File: src/sv/dlft_pkg.sv
// Shared types and constants for the delimited line field tokenizer.
// Used by dlft_step, dlft_burst, the top level and its checker; depends on nothing.
package dlft_pkg;

  localparam int MAX_FIELD_INDEX = 255;
  localparam int MAX_RESULTS     = 5;

  // Configuration register indexes.
  localparam logic [1:0] CFG_SEPARATOR  = 2'd0;
  localparam logic [1:0] CFG_PARSE_STR  = 2'd1;
  localparam logic [1:0] CFG_KEEP_QUOTE = 2'd2;
  localparam logic [1:0] CFG_FIRST_HDR  = 2'd3;

  // Character codes.
  localparam logic [7:0] CH_TAB       = 8'h09;
  localparam logic [7:0] CH_NEWLINE   = 8'h0A;
  localparam logic [7:0] CH_QUESTION  = 8'h3F;
  localparam logic [7:0] CH_BACKSLASH = 8'h5C;
  localparam logic [7:0] CH_QUOTE     = 8'h22;
  localparam logic [7:0] CH_LOWER_T   = 8'h74;
  localparam logic [7:0] CH_LOWER_N   = 8'h6E;

  typedef enum logic [1:0] {
    KIND_BYTE    = 2'd0,
    KIND_FIELD   = 2'd1,
    KIND_DISCARD = 2'd2,
    KIND_LINE    = 2'd3
  } kind_t;

  typedef struct packed {
    kind_t      kind;
    logic [7:0] out_byte;
    logic       is_row_header;
    logic [7:0] field_index;
  } result_t;

  typedef struct packed {
    logic [7:0] separator_char;
    logic       parse_strings;
    logic       keep_quotes;
    logic       first_column_header;
  } cfg_t;

  typedef struct packed {
    logic       in_quote;
    logic       after_backslash;
    logic       word_pending;
    logic       row_header_pending;
    logic [7:0] field_counter;
  } line_state_t;

endpackage

File: src/sv/dlft_step.sv
// Combinational step of the tokenizer: one byte and the line state in,
// the list of results and the next line state out. Depends on dlft_pkg.
module dlft_step (
  input  dlft_pkg::cfg_t                                   cfg,
  input  dlft_pkg::line_state_t                            st,
  input  logic [7:0]                                       text_byte,
  input  logic                                             line_end,
  output dlft_pkg::line_state_t                            st_next,
  output dlft_pkg::result_t [dlft_pkg::MAX_RESULTS-1:0]    res,
  output logic [2:0]                                       res_count
);

  localparam int NCAND = 7;

  function automatic logic is_ws(input logic [7:0] b);
    is_ws = (b >= 8'h09 && b <= 8'h0D) || b == 8'h20 || b == 8'h85 || b == 8'hA0;
  endfunction

  dlft_pkg::result_t [NCAND-1:0] cand;
  logic [NCAND-1:0]              cand_en;
  logic                          is_sep;
  logic                          iq_n;
  logic                          ab_n;
  logic                          wp_n;
  logic                          hdr;
  logic                          field_done;
  logic [7:0]                    body_byte;
  logic [7:0]                    esc_byte;
  dlft_pkg::result_t             field_res;

  always_comb begin
    is_sep = (cfg.separator_char == 8'd0) ? is_ws(text_byte)
                                          : (text_byte == cfg.separator_char);
    hdr = cfg.first_column_header && st.row_header_pending;
    field_res.kind          = dlft_pkg::KIND_FIELD;
    field_res.out_byte      = 8'd0;
    field_res.is_row_header = hdr;
    field_res.field_index   = hdr ? 8'd0 : st.field_counter;

    if (text_byte == dlft_pkg::CH_LOWER_T) begin
      esc_byte = dlft_pkg::CH_TAB;
    end else if (text_byte == dlft_pkg::CH_LOWER_N) begin
      esc_byte = dlft_pkg::CH_NEWLINE;
    end else begin
      esc_byte = dlft_pkg::CH_QUESTION;
    end

    // Candidates in emission order: discard, body byte, body field,
    // pending backslash at line end, closing quote at line end, field at
    // line end, line complete.
    cand_en   = '0;
    body_byte = text_byte;
    iq_n      = st.in_quote;
    ab_n      = st.after_backslash;
    wp_n      = st.word_pending;

    if (st.in_quote) begin
      if (st.after_backslash) begin
        cand_en[1] = 1'b1;
        body_byte  = esc_byte;
        ab_n       = 1'b0;
      end else if (text_byte == dlft_pkg::CH_BACKSLASH) begin
        ab_n = 1'b1;
      end else if (text_byte == dlft_pkg::CH_QUOTE) begin
        cand_en[1] = cfg.keep_quotes;
        cand_en[2] = 1'b1;
        iq_n       = 1'b0;
      end else begin
        cand_en[1] = 1'b1;
      end
    end else if (cfg.parse_strings && text_byte == dlft_pkg::CH_QUOTE) begin
      cand_en[0] = st.word_pending;
      cand_en[1] = cfg.keep_quotes;
      wp_n       = 1'b0;
      iq_n       = 1'b1;
      ab_n       = 1'b0;
    end else if (is_sep) begin
      cand_en[2] = st.word_pending;
      wp_n       = 1'b0;
    end else begin
      cand_en[1] = 1'b1;
      wp_n       = 1'b1;
    end

    if (line_end) begin
      if (iq_n) begin
        cand_en[3] = ab_n;
        cand_en[4] = cfg.keep_quotes;
        cand_en[5] = 1'b1;
      end else begin
        cand_en[5] = wp_n;
      end
      cand_en[6] = 1'b1;
    end

    cand[0] = '{kind: dlft_pkg::KIND_DISCARD, out_byte: 8'd0,
                is_row_header: 1'b0, field_index: 8'd0};
    cand[1] = '{kind: dlft_pkg::KIND_BYTE, out_byte: body_byte,
                is_row_header: 1'b0, field_index: 8'd0};
    cand[2] = field_res;
    cand[3] = '{kind: dlft_pkg::KIND_BYTE, out_byte: dlft_pkg::CH_BACKSLASH,
                is_row_header: 1'b0, field_index: 8'd0};
    cand[4] = '{kind: dlft_pkg::KIND_BYTE, out_byte: dlft_pkg::CH_QUOTE,
                is_row_header: 1'b0, field_index: 8'd0};
    cand[5] = field_res;
    cand[6] = '{kind: dlft_pkg::KIND_LINE, out_byte: 8'd0,
                is_row_header: 1'b0, field_index: 8'd0};

    // Pack the enabled candidates into consecutive slots.
    res       = '0;
    res_count = 3'd0;
    for (int i = 0; i < NCAND; i++) begin
      if (cand_en[i] && res_count < 3'(dlft_pkg::MAX_RESULTS)) begin
        res[res_count] = cand[i];
        res_count      = res_count + 3'd1;
      end
    end

    // At most one field completes per byte.
    field_done = cand_en[2] || cand_en[5];
    st_next.in_quote           = iq_n;
    st_next.after_backslash    = ab_n;
    st_next.word_pending       = wp_n;
    st_next.row_header_pending = st.row_header_pending && !field_done;
    st_next.field_counter      = st.field_counter;
    if (field_done && !hdr && st.field_counter < 8'(dlft_pkg::MAX_FIELD_INDEX)) begin
      st_next.field_counter = st.field_counter + 8'd1;
    end
    if (line_end) begin
      st_next.in_quote           = 1'b0;
      st_next.after_backslash    = 1'b0;
      st_next.word_pending       = 1'b0;
      st_next.row_header_pending = 1'b1;
      st_next.field_counter      = 8'd0;
    end
  end

endmodule

File: src/sv/dlft_burst.sv
// Result register of the tokenizer: holds the results of one byte and hands
// them out one beat at a time. Depends on dlft_pkg.
module dlft_burst (
  input  logic                                          clk,
  input  logic                                          rst,
  input  logic                                          load,
  input  dlft_pkg::result_t [dlft_pkg::MAX_RESULTS-1:0] load_res,
  input  logic [2:0]                                    load_count,
  output logic                                          free,
  output logic                                          out_valid,
  input  logic                                          out_ready,
  output dlft_pkg::result_t                             out_res,
  output logic                                          out_last
);

  dlft_pkg::result_t [dlft_pkg::MAX_RESULTS-1:0] res;
  logic [2:0] count;
  logic [2:0] pos;
  logic       valid;

  assign out_valid = valid;
  assign out_res   = res[pos];
  assign out_last  = (pos == count - 3'd1);
  assign free      = !valid || (out_ready && out_last);

  always_ff @(posedge clk) begin
    if (rst) begin
      valid <= 1'b0;
      pos   <= 3'd0;
    end else if (load) begin
      valid <= 1'b1;
      pos   <= 3'd0;
    end else if (valid && out_ready) begin
      if (out_last) begin
        valid <= 1'b0;
      end
      pos <= pos + 3'd1;
    end
  end

  always_ff @(posedge clk) begin
    if (load) begin
      res   <= load_res;
      count <= load_count;
    end
  end

endmodule

File: src/sv/delimited_line_field_tokenizer.sv
// Top level of the delimited line field tokenizer.
// Instantiates dlft_step and dlft_burst; depends on dlft_pkg.
//
// Usage: the input channel (in_valid/in_ready) carries one beat per text
// byte, with line_end set on the last byte of a line. The output channel
// (out_valid/out_ready) carries one beat per result: a field byte, a
// field-complete mark with its column index and row-header flag, a discard
// mark for partial text dropped by an opening quote, or a line-complete mark.
// last_of_item is set on the final result beat caused by a given input byte.
// A byte may cause no result at all, or up to five.
//
// Flow: an accepted byte sits in the input register, is tokenized into the
// result register once that register is free, and its first result beat
// is then shown from the result register.
// Throughput: one byte per cycle while each byte causes at most one result
// and out_ready stays high. A byte with n results occupies the result
// register until its n beats go out; the input register holds the next byte.
// When the receiver stalls, the result register holds its beat, the input
// register fills, and in_ready drops; nothing is lost.
// Reset (synchronous, active high) empties both registers, returns the line
// state to the start of a line and loads the register defaults: whitespace
// separation, string parsing on, quote marks dropped, no row header.
// Configuration writes (cfg_write, cfg_index, cfg_data) take effect at once
// and are meant to be issued only while the block is idle.
module delimited_line_field_tokenizer (
  input  logic       clk,
  input  logic       rst,
  input  logic       cfg_write,
  input  logic [1:0] cfg_index,
  input  logic [7:0] cfg_data,
  input  logic       in_valid,
  output logic       in_ready,
  input  logic [7:0] text_byte,
  input  logic       line_end,
  output logic       out_valid,
  input  logic       out_ready,
  output logic [1:0] kind,
  output logic [7:0] out_byte,
  output logic       is_row_header,
  output logic [7:0] field_index,
  output logic       last_of_item
);

  dlft_pkg::cfg_t        cfg;
  dlft_pkg::line_state_t st;
  dlft_pkg::line_state_t st_next;

  // Input register.
  logic       hold_valid;
  logic [7:0] hold_byte;
  logic       hold_end;

  dlft_pkg::result_t [dlft_pkg::MAX_RESULTS-1:0] step_res;
  logic [2:0]        step_count;
  logic              buf_free;
  logic              step_go;
  dlft_pkg::result_t cur;

  // The held byte is tokenized whenever the result register is free, or
  // becomes free at this edge.
  assign step_go  = hold_valid && buf_free;
  assign in_ready = !hold_valid || step_go;

  always_ff @(posedge clk) begin
    if (rst) begin
      cfg.separator_char      <= 8'd0;
      cfg.parse_strings       <= 1'b1;
      cfg.keep_quotes         <= 1'b0;
      cfg.first_column_header <= 1'b0;
    end else if (cfg_write) begin
      unique case (cfg_index)
        dlft_pkg::CFG_SEPARATOR:  cfg.separator_char      <= cfg_data;
        dlft_pkg::CFG_PARSE_STR:  cfg.parse_strings       <= cfg_data[0];
        dlft_pkg::CFG_KEEP_QUOTE: cfg.keep_quotes         <= cfg_data[0];
        dlft_pkg::CFG_FIRST_HDR:  cfg.first_column_header <= cfg_data[0];
        default: ;
      endcase
    end
  end

  always_ff @(posedge clk) begin
    if (rst) begin
      hold_valid <= 1'b0;
    end else if (in_valid && in_ready) begin
      hold_valid <= 1'b1;
    end else if (step_go) begin
      hold_valid <= 1'b0;
    end
  end

  always_ff @(posedge clk) begin
    if (in_valid && in_ready) begin
      hold_byte <= text_byte;
      hold_end  <= line_end;
    end
  end

  // Line state advances once per tokenized byte.
  always_ff @(posedge clk) begin
    if (rst) begin
      st.in_quote           <= 1'b0;
      st.after_backslash    <= 1'b0;
      st.word_pending       <= 1'b0;
      st.row_header_pending <= 1'b1;
      st.field_counter      <= 8'd0;
    end else if (step_go) begin
      st <= st_next;
    end
  end

  dlft_step u_step (
    .cfg       (cfg),
    .st        (st),
    .text_byte (hold_byte),
    .line_end  (hold_end),
    .st_next   (st_next),
    .res       (step_res),
    .res_count (step_count)
  );

  // Silent bytes are consumed without touching the result register.
  dlft_burst u_burst (
    .clk        (clk),
    .rst        (rst),
    .load       (step_go && step_count != 3'd0),
    .load_res   (step_res),
    .load_count (step_count),
    .free       (buf_free),
    .out_valid  (out_valid),
    .out_ready  (out_ready),
    .out_res    (cur),
    .out_last   (last_of_item)
  );

  assign kind          = cur.kind;
  assign out_byte      = cur.out_byte;
  assign is_row_header = cur.is_row_header;
  assign field_index   = cur.field_index;

endmodule

File: config.mk
export PLATFORM = sky130hd
export DESIGN_NAME = delimited_line_field_tokenizer
export DESIGN_NICKNAME = d
export VERILOG_FILES = /design/src/sv/dlft_pkg.sv /design/src/sv/dlft_step.sv /design/src/sv/dlft_burst.sv /design/src/sv/delimited_line_field_tokenizer.sv
export SDC_FILE = /design/constraint.sdc
export NUM_CORES = 1
export LEC_CHECK = 0
export BUFFER_PORTS_ARGS = -buffer_cell sky130_fd_sc_hd__buf_2
export CAP_MARGIN = 30
export CORE_UTILIZATION = 30
export DETAILED_ROUTE_END_ITERATION = 12
export HOLD_SLACK_MARGIN = 0.12
export PLACE_DENSITY = 0.46
export SLEW_MARGIN = 25
export SYNTH_ARGS = -nofsm -noshare
export SYNTH_HDL_FRONTEND = slang
export SYNTH_SLANG_ARGS = --single-unit
File: constraint.sdc
create_clock -name clk -period 12.9 [get_ports clk]
set_input_delay 0 -clock clk [delete_from_list [all_inputs] [get_ports clk]]
set_output_delay 0 -clock clk [all_outputs]
set_load 0.05 [all_outputs]
==> summary.txt, run 1 <==
Clocking
  • Resize count post-CTS: 0
  • Root buffer selected by CTS: clkbuf_16
  • H-tree depth: 4
  • Clk_lat worst skew: 0.42 ns
  • Clock Tree Buf Depth: 2
  • # clock sinks: approximately 120
  • CTS buffer count: 17
  • Clock transition at the registers of the reported paths: about 0.060 ns
  • CTS tree: built

Cells and area
  • NumNets Final: just over 700
  • Layout Area Growth over Synthesis: 22.9%
  • Antenna diodes: 0
  • Fill cells: approximately 2000
  • Commonest non-fill, non-tap cells in the layout: edfxtp_1 (89), nor2_1 (61), a21oi_1 (60)
  • Commonest non-fill, non-tap cell in the layout: edfxtp_1
  • Fraction of layout cells with a size suffix above 1: approximately a fifth

Run
  • Max_cap viols: 0

Setup path
  • R2R Setup Slk: between 6 and 7 ns
  • Worst Path Max Fanout: 83
  • Critical path startpoint category: register
  • Crit path capture: u_burst.res[16]$_DFFE_PP_
  • Critical R2R Launch: hold_byte[2]$_DFFE_PP_
  • WS Path Type: register to register
  • Worst Path Required: between 10 and 15 ns
  • Worst Setup SP: hold_byte[2]$_DFFE_PP_
  • Crit end category: register
  • Worst r2r dst: u_burst.res[16]$_DFFE_PP_
  • Worst Path Arrival: around 6.7 ns
  • Worst reg-to-reg path cell count: 21

Die
  • Core Box Area: between 20000 and 25000 µm²
  • Starting Density: slightly above 30%
  • Width of the die: roughly 150 µm
  • Cell Rows: between 50 and 60
  • Chip height: 147 µm
  • Ports: 46
  • Die area: between 20000 and 25000 µm²

Pwr
  • Pleak: around 2.8 nW
  • Maximum VDD drop: about 0.09 mV
  • Psw: roughly 0.33 mW
  • Sw Share: between 20% and 30%
  • Clock group share of total power: between 40% and 50%
  • Internal power: 0.789 mW
  • Share of total power in sequential cells: a little over 40%
  • Comb power frac: between 10% and 20%
  • Power density cells: ~140 nW/µm²

Logic synthesis
  • Main combinational cell family by area after synthesis: simple AND/OR/NAND/NOR gates
  • Seq/Total Area, Yosys: about half
  • Async SR Flop Fraction: 0%
  • Number of library cell types mapped by synthesis: 86
  • Synth Area in Adders: under 10%
  • Top cell type's share of synthesized area: 42.1%
  • Ys Warns: 0
  • Compound-Gate Fraction of Synth Area: between 15 and 20%
  • Xor/xnor cell area share of the yosys netlist: roughly 3.0%
  • Mux contribution to synthesized area: 8.33%
  • Synthesis-stage register bit count: between 100 and 150
  • Synth Area in Simple Gates: between 10% and 20%
  • Dominant cells by area after synthesis: edfxtp_1 (42%), dfxtp_1 (8.8%), mux2i_1 (6.6%)
  • EDFF count, synth: 89
  • Main synth FF type: edfxtp_1
  • Mapped cell area: 6350 µm²
  • Synth area leader: edfxtp_1
  • Syn Area/Cell: 10.7 µm²
  • Post-synthesis cell count: approximately 600

Timing
  • Unrepaired setup endpoints after global routing: no
  • Finish-stage setup viols: 0
  • Fin Clk Skew: ~0.016 ns
  • Slew @ Worst Pin: around 0.82 ns
  • Period utilization: approximately half
  • Hold Vio Cnt, Final: 0
  • Hold Slack: between 0.2 and 0.25 ns
  • Pins Over Slew Limit: 0
  • Minimum clock period: 6.63 ns
  • Setup TNS: 0 ns
  • Max_slew headroom: 45.0%
  • Fmax: 0.151 GHz

Place
  • Count of input and output buffers: 45
  • Post-DP HPWL: around 11000 µm
  • GP Congestion: 0.871

GRT
  • Largest net degree at the start of global routing: 84
  • GRT overflow: 0
  • Number of global-route vias before repair: around 4800
  • GRT Total Usage: 15.7%
  • First-pass GRT wire length: around 26000 µm
  • Initial antenna violation count: 0

Routing
  • Pre-antenna DRT Iters: 4
  • Final wirelength: about 16000 µm
  • Via Count: around 4900
  • Routed vias/inst: roughly 5.1
  • Drt initial violations: between 200 and 300
  • Drt wl/cell: between 15 and 20 µm
  • # DRC: 0
  • Post-DRT Antenna Nets: 0

Hold path
  • Critical hold path startpoint: cfg_write
  • HP Class: primary input to register

Run status
  • Status: finished, final reports clean
-- routing by layer --
layer  global-route usage, %  vias up  part of all wire (%)
met5                       0        -                     0
met2                    25.9      125                    48
li1                        -     2376                     -
met3                    3.49       23                   3.9
met4                    5.77        0                   1.8
met1                    20.0     2393                    46
-- cell type report --
type	count	area [µm²]	area share, %
sequential	117	3230	41.5
multi-input combinational	433	2930	37.6
timing repair buffer	87	632	8.10
clock buffer	17	425	5.45
tap	270	338	4.33
clock inverter	15	171	2.20
inverter	18	67.6	0.866
-- power groups by stage --
stage | Sequential [mW] | Combinational (mW) | Clock (mW)
floorplan | 0.459 | 0.137 | 0
global placement | 0.460 | 0.179 | 0
detailed placement | 0.462 | 0.181 | 0
CTS | 0.454 | 0.188 | 0.484
global route | 0.457 | 0.205 | 0.500
finish | 0.453 | 0.188 | 0.473
-- synthesized netlist by cell type, drive strengths merged (3+ instances only) --
master	count
nor4	4
o21ai	24
nand4	7
xnor2	14
nand2	36
o21a	3
mux2i	43
a21oi	61
a2111oi	3
nand3	18
ha	9
clkbuf	14
buf	12
nand2b	6
nor3b	3
o211ai	6
inv	18
nor2	71
o22ai	14
nor3	17
xor2	7
mux2	3
and3	10
edfxtp	89
or3	7
and2	9
dfxtp	28
a31oi	5
a21o	5
a22oi	3
nor2b	6
-- repair_timing --
action / in CTS / in global routing
hold buffers: 35 / 0
endpoints found under the setup margin: 0 / 0
buffers inserted: 0 / 0
hold endpoints to repair: 31 / 0
-- registers in the layout, summed over array words and instances, names as in the netlist --
register,count
u_burst.res,77
u_burst.pos,3
u_burst.count,3
hold_byte,8
hold_valid,1
u_burst.out_valid,1
hold_end,1
st,12
cfg,11
-- per-stage QoR --
step                power (mW)  area [µm²]  util (%)  setup slack, ns  instances
detailed placement       0.643        6840      33.4             6.12        889
global placement         0.639        6840      33.4             6.26        889
floorplan                0.595        6360         -             6.48        594
finish                    1.11        7800      38.1             6.27        957
global route              1.16        7800      38.1             5.68        957
CTS                       1.13        7790      38.0             6.10        956
-- critical path, stage by stage, from the launching register on --
cell	delay, ns
edfxtp_1	0.54
nor4_4	0.44
nand3_1	0.19
nor3b_1	0.71
inv_1	0.20
fa_1	0.69
inv_1	0.11
ha_1	0.33
inv_1	0.08
nor2_1	0.07
a21oi_1	0.28
inv_1	0.08
ha_1	0.29
o22ai_2	0.25
and2_1	0.40
o21ai_0	0.15
a21oi_1	0.17
ha_1	0.21
a311o_1	0.15
o31ai_1	0.07
o21ba_4	0.24
buf_6	0.57
-- worst min-delay path by stage --
stage                                        endpoint  slack [ns]  cells past startpoint
final                             cfg[3]$_SDFFE_PP0P_        0.24                      5
after global routing           hold_byte[4]$_DFFE_PP_        0.28                      2
after CTS                         cfg[3]$_SDFFE_PP0P_        0.22                      5
after detailed placement       hold_byte[5]$_DFFE_PP_        0.18                      1
after global placement         hold_byte[5]$_DFFE_PP_        0.18                      1
after floorplan           u_burst.pos[0]$_SDFFE_PP0P_        0.08                      1
-- cell families (layout without fill, tap and decap cells) --
kind of cell	count (synthesis)	after routing
other	1	3
multiplexers	48	48
buffers and inverters	44	137
XOR/XNOR	21	21
AO/OA/AOI/OAI	146	146
AND/OR/NAND/NOR	205	205
flip-flops	117	117
adder cells (fa/ha/maj)	10	10
(Power assumes the default switching activity.)
==> run 2: changes to the inputs <==
PLACE_DENSITY = 0.48   (was 0.46)
clock period = 5.91 ns   (was 12.9 ns; I/O delays follow)
==> run 2 against run 1 <==
Setup slack got worse by 6.0 ns; clock-buffer cell count unchanged; critical path depth grew 3; register-to-register slack got worse by 6.0 ns; wire length rose by 1.1%; core utilization grew 1.3 points; critical path type unchanged; global-route usage grew 0.13 points; sequential share of layout area shrank 1.4 points; non-clock buffer count grew 24; clock skew fell by 0.0057 ns; sequential cell count unchanged; final area up 3.4%.
==> summary.txt, run 2 (synthesis gave the netlist of run 1 again) <==
Run status
  • Status: finished, final reports clean

GRT
  • Initial antenna violation count: 0
  • Largest net degree at the start of global routing: 39
  • Number of global-route vias before repair: 5065
  • GRT Total Usage: about 16%
  • GRT overflow: 0
  • First-pass GRT wire length: around 27000 µm

Die
  • Ports: 46
  • Width of the die: roughly 150 µm
  • Die area: between 20000 and 25000 µm²
  • Chip height: between 100 and 150 µm
  • Cell Rows: 52
  • Core Box Area: around 20000 µm²
  • Starting Density: a little under a third

Clocking
  • Root buffer selected by CTS: clkbuf_16
  • Clk_lat worst skew: 0.42 ns
  • # clock sinks: roughly 120
  • H-tree depth: 4
  • CTS buffer count: 17
  • CTS tree: built
  • Clock transition at the registers of the reported paths: 0.06 ns
  • Clock Tree Buf Depth: 2

Cells and area
  • Top reg by flops: u_burst.res
  • Fill cells: between 2000 and 2500
  • Multi-input logic area: 2990 µm²
  • Commonest non-fill, non-tap cells in the layout: edfxtp_1 (89), nor2_1 (60), a21oi_1 (58)
  • Antenna diodes: 0
  • Fin util: about 39%
  • Commonest non-fill, non-tap cell in the layout: edfxtp_1
  • NumNets Final: 733
  • Largest regs: u_burst.res: 77 flops, st: 12 flops, cfg: 11 flops
  • Design area: approximately 8100 µm²
  • Fraction of layout cells with a size suffix above 1: 23.0%
  • Layout Area Growth over Synthesis: 27.1%
  • Largest register FFs: slightly below 80
  • Sequential Area: roughly 3200 µm²

Place
  • Count of input and output buffers: 45
  • GP Congestion: approximately 0.84
  • Post-DP Area: about 7000 µm²
  • Pre-CTS setup slack: around 0.11 ns
  • Post-DP HPWL: approximately 11000 µm

Setup path
  • R2R Setup Slk: around 0.27 ns
  • Crit end category: register
  • Worst reg-to-reg path cell count: 24
  • Worst Path Required: around 6.1 ns
  • Worst r2r dst: u_burst.res[32]$_DFFE_PP_
  • Critical R2R Launch: hold_byte[3]$_DFFE_PP_
  • WS Path Type: register to register
  • Critical path startpoint category: register
  • Worst Path Max Fanout: 38
  • Worst Path Arrival: 5.80 ns

Routing
  • Final wirelength: 16500 µm
  • Post-DRT Antenna Nets: 0
  • Routed vias/inst: 5.09
  • Pre-antenna DRT Iters: 5
  • # DRC: 0
  • Via Count: 5000
  • Drt initial violations: roughly 240
  • Drt wl/cell: between 15 and 20 µm

Hold path
  • Critical hold path startpoint: cfg_write
  • WHS Endpoint: cfg[3]$_SDFFE_PP0P_
  • Worst Hold Path Cells: 5
  • HP Class: primary input to register

Timing
  • Hold Vio Cnt, Final: 0
  • Fmax: roughly 0.18 GHz
  • Pins Over Slew Limit: 0
  • Slew @ Worst Pin: between 0.6 and 0.7 ns
  • Minimum clock period: between 5 and 6 ns
  • Fin Clk Skew: 0.0104 ns
  • Period utilization: a little over nine tenths
  • Min setup slack post-route: about 0.27 ns
  • Finish-stage setup viols: 0
  • Hold Slack: around 0.24 ns
  • Max_slew headroom: 54.1%

Pwr
  • Pleak: between 2 and 3 nW
  • Power density cells: slightly above 300 nW/µm²
  • Final Power: roughly 2.5 mW
  • Maximum VDD drop: about 0.20 mV

Run
  • Max_cap viols: 0
run 2: what timing repair did:
item | in CTS | in global routing
hold buffers | 35 | 0
resized for setup | 0 | 6
buffers inserted | 0 | 7
hold endpoints to repair | 31 | 0
setup endpoints to repair | 0 | 83
run 2: worst max-delay path by stage:
stage	from	end	slack, ns	depth (start not counted)
final	hold_byte[3]$_DFFE_PP_	u_burst.res[32]$_DFFE_PP_	0.27	24
after global routing	hold_byte[3]$_DFFE_PP_	u_burst.res[34]$_DFFE_PP_	-0.07	24
after CTS	hold_byte[5]$_DFFE_PP_	u_burst.res[30]$_DFFE_PP_	0.07	24
after detailed placement	hold_byte[5]$_DFFE_PP_	u_burst.res[28]$_DFFE_PP_	0.11	24
after global placement	hold_byte[5]$_DFFE_PP_	u_burst.res[16]$_DFFE_PP_	0.23	24
after floorplan	hold_byte[3]$_DFFE_PP_	u_burst.count[0]$_DFFE_PP_	0.04	24
run 2: cell type report:
cell class                      count  share of cell area [%]
Timing Repair Buffer              111                    10.3
Tap cell                          270                    4.19
Clock buffer                       17                    5.27
Clock inverter                     15                    2.29
Sequential cell                   117                    40.1
Inverter                           18                   0.837
Multi-Input combinational cell    434                    37.0
run 2: metrics by stage:
step	TNS, ns	instances
6_report	0	982
5_1_grt	-2.63	982
4_1_cts	0	974
3_5_place_dp	0	907
3_3_place_gp	0	906
2_1_floorplan	0	594
run 2: critical path, stage by stage, from the launching register on:
cell and delay (ns):
edfxtp_1 0.38, or4b_2 0.72, o211ai_1 0.17, or3_1 0.15
a31oi_1 0.09, o221a_2 0.31, inv_2 0.08, ha_1 0.13
inv_1 0.08, mux2_2 0.31, ha_1 0.29, inv_1 0.08
nor2_2 0.06, a21oi_2 0.14, inv_1 0.06, ha_1 0.31
o22ai_4 0.21, and2_1 0.18, o21ai_0 0.11, a21oi_1 0.19
ha_1 0.26, a311o_1 0.32, o31ai_4 0.31, o21ba_4 0.23
buf_12 0.19
run 2: where the power goes:
part / internal [mW] / total (mW) / switching (mW)
registers: 0.961 / 0.986 / 0.0251
logic: 0.151 / 0.443 / 0.293
clock network: 0.641 / 1.06 / 0.423
total: 1.75 / 2.49 / 0.741
run 2: metal layers:
metal	part of all wire, %	wire length, µm	track usage, %
met1	46	7600	20.1
met2	49	8100	26.5
met3	3.2	527	3.49
met4	1.6	257	5.21
met5	0	0	0
==> run 3: changes to the inputs <==
GPL_ROUTABILITY_DRIVEN = 0   (was not set)
clock period = 4.9 ns   (was 5.91 ns; I/O delays follow)
==> run 3 against run 2 <==
Highest routed layer unchanged; the run now ends with setup timing left; fmax rose by 8.8%; largest power group unchanged; largest cell class unchanged; core utilization rose by 2.4 points; clock power increased by 19%.
==> summary.txt, run 3 (synthesis gave the netlist of run 1 again) <==
Run status
  • Status: complete, but fails checks
  • Violated checks: setup timing

Die
  • Cell Rows: 52
  • Chip height: roughly 150 µm
  • Ports: 46
  • Core Box Area: between 20000 and 25000 µm²
  • Die area: ~22000 µm²
  • Starting Density: between 30% and 40%
  • Width of the die: about 150 µm

Timing
  • Min setup slack post-route: -0.284 ns
  • Minimum clock period: ~5.2 ns
  • Period utilization: 106%
  • Hold Vio Cnt, Final: 0
  • Slew @ Worst Pin: between 0.6 and 0.7 ns
  • Fin Clk Skew: between 0.007 and 0.008 ns
  • Finish-stage setup viols: 83
  • Max_slew headroom: 59.5%
  • Fmax: roughly 0.19 GHz
  • Pins Over Slew Limit: 0
  • Setup TNS: -22.45 ns
  • Unrepaired setup endpoints after global routing: yes

Cells and area
  • Top reg by flops: u_burst.res
  • Layout Area Growth over Synthesis: 34.9%
  • Largest register FFs: a little under 80
  • Fraction of layout cells with a size suffix above 1: a little under a third
  • Antenna diodes: 0
  • Commonest non-fill, non-tap cell in the layout: edfxtp_1
  • NumNets Final: between 700 and 800
  • Commonest non-fill, non-tap cells in the layout: edfxtp_1 (89), buf_4 (83), nor2_1 (60)
  • Non-filler instance count after layout: roughly 1000
  • Largest regs: u_burst.res: 77 flops, st: 12 flops, cfg: 11 flops

Hold path
  • HP Class: primary input to register
  • Worst Hold Path Cells: 5
  • Critical hold path startpoint: cfg_write
  • WHS Endpoint: cfg[3]$_SDFFE_PP0P_

Routing
  • Via Count: ~5200
  • Final wirelength: roughly 17000 µm
  • # DRC: 0
  • Drt initial violations: between 200 and 300
  • Pre-antenna DRT Iters: 6
  • Post-DRT Antenna Nets: 0
  • Drt wl/cell: 16.2 µm
  • Routed vias/inst: 5.05

Setup path
  • Worst Path Max Fanout: 43
  • Worst reg-to-reg path cell count: 24
  • Critical path startpoint category: register
  • Worst Setup SP: hold_byte[3]$_DFFE_PP_
  • Critical R2R Launch: hold_byte[3]$_DFFE_PP_
  • Crit end category: register
  • R2R Setup Slk: -0.28 ns
  • Worst r2r dst: u_burst.res[8]$_DFFE_PP_
  • Worst Path Arrival: roughly 5.4 ns
  • Worst Path Required: roughly 5.1 ns
  • WS Path Type: register to register

Clocking
  • CTS tree: built
  • Clock transition at the registers of the reported paths: about 0.06 ns
  • H-tree depth: 4
  • Root buffer selected by CTS: clkbuf_16
  • # clock sinks: ~120
  • Clock Tree Buf Depth: 2
  • CTS buffer count: 17
  • Clk_lat worst skew: 0.43 ns

GRT
  • Number of global-route vias before repair: 5308
  • Initial antenna violation count: 0
  • Largest net degree at the start of global routing: between 40 and 50
  • GRT Total Usage: between 15 and 20%
  • First-pass GRT wire length: ~28000 µm
  • GRT overflow: 0

Pwr
  • Maximum VDD drop: 0.252 mV
  • Pleak: approximately 3.2 nW
  • Power density cells: roughly 360 nW/µm²

Run
  • Max_cap viols: 0

Place
  • Placed Cells: between 900 and 1000
  • Count of input and output buffers: 45
  • Post-DP HPWL: 11900 µm
-- run 3: changes by cell type in the layout (fill, tap and decap cells not counted), sizes merged --
cell         before  now
buf              76  131
clkinvlp          1    2
dlygate4sd3      35   34
inv              27   26
o21ba             2    1
-- run 3: worst max path at each step --
| stage | slack (ns) | cells past startpoint | end |
|---|---|---|---|
| 6_report | -0.28 | 24 | u_burst.res[8]$_DFFE_PP_ |
| 5_1_grt | -0.50 | 26 | u_burst.res[58]$_DFFE_PP_ |
| 4_1_cts | -0.29 | 20 | u_burst.res[31]$_DFFE_PP_ |
| 3_5_place_dp | -0.36 | 21 | u_burst.res[16]$_DFFE_PP_ |
| 3_3_place_gp | -0.21 | 21 | u_burst.res[35]$_DFFE_PP_ |
| 2_1_floorplan | -0.61 | 25 | u_burst.count[0]$_DFFE_PP_ |
-- run 3: where the power goes --
| part | total (mW) | internal, mW | leakage [nW] | switching (mW) |
|---|---|---|---|---|
| Combinational | 0.594 | 0.225 | 1.85 | 0.369 |
| Clock | 1.26 | 0.762 | 0.289 | 0.502 |
| Sequential | 1.19 | 1.16 | 1.05 | 0.0287 |
| Total | 3.05 | 2.15 | 3.19 | 0.900 |
-- run 3: per-layer routing --
metal	GRT usage (%)	wire, µm
met5	0	0
met3	2.99	447
met2	27.6	8290
met4	5.67	225
met1	20.5	7840
-- run 3: final cells by class --
| type | count | area (µm²) |
|---|---|---|
| clock buffers | 17 | 425 |
| clock inverters | 15 | 169 |
| fillers | 1980 | 11900 |
| inverters | 18 | 70.1 |
| multi-input cells | 433 | 3090 |
| flip-flops and latches | 117 | 3240 |
| well taps | 270 | 338 |
| repair buffers | 165 | 1240 |
-- run 3: metrics by stage --
| step | hold slack, ns | util, % | power [mW] | instance area [µm²] | worst slack (ns) |
|---|---|---|---|---|---|
| CTS | 0.220 | 41.2 | 3.06 | 8450 | -0.292 |
| detailed placement | 0.178 | 36.5 | 1.77 | 7490 | -0.356 |
| global placement | 0.177 | 36.5 | 1.76 | 7490 | -0.207 |
| global route | 0.277 | 41.8 | 3.17 | 8560 | -0.504 |
| finish | 0.243 | 41.8 | 3.05 | 8560 | -0.284 |
| floorplan | 0.0793 | - | 1.58 | 6450 | -0.614 |
-- run 3: timing repair --
action                                  CTS  global route
hold buffers                             34             0
pin swaps                                 0             6
endpoints found under the setup margin   83            88
resized for setup                         7             9
buffers inserted                          0             7
endpoints found under the hold margin    30             0
-- run 3: worst max-delay path, cell delays in order (launching register included) --
cell       delay, ns
edfxtp_1        0.45
buf_6           0.16
nand3b_1        0.20
a2111oi_4       0.36
or3_1           0.17
a31oi_1         0.08
o221a_2         0.29
inv_2           0.08
fa_2            0.43
inv_2           0.10
ha_4            0.21
inv_4           0.06
nor2_4          0.04
a21oi_2         0.14
inv_1           0.09
ha_4            0.16
and2_4          0.13
mux2_4          0.28
nor2_4          0.13
xnor2_2         0.12
ha_1            0.25
a311o_1         0.35
o31ai_1         0.22
o21ba_4         0.21
buf_12          0.19
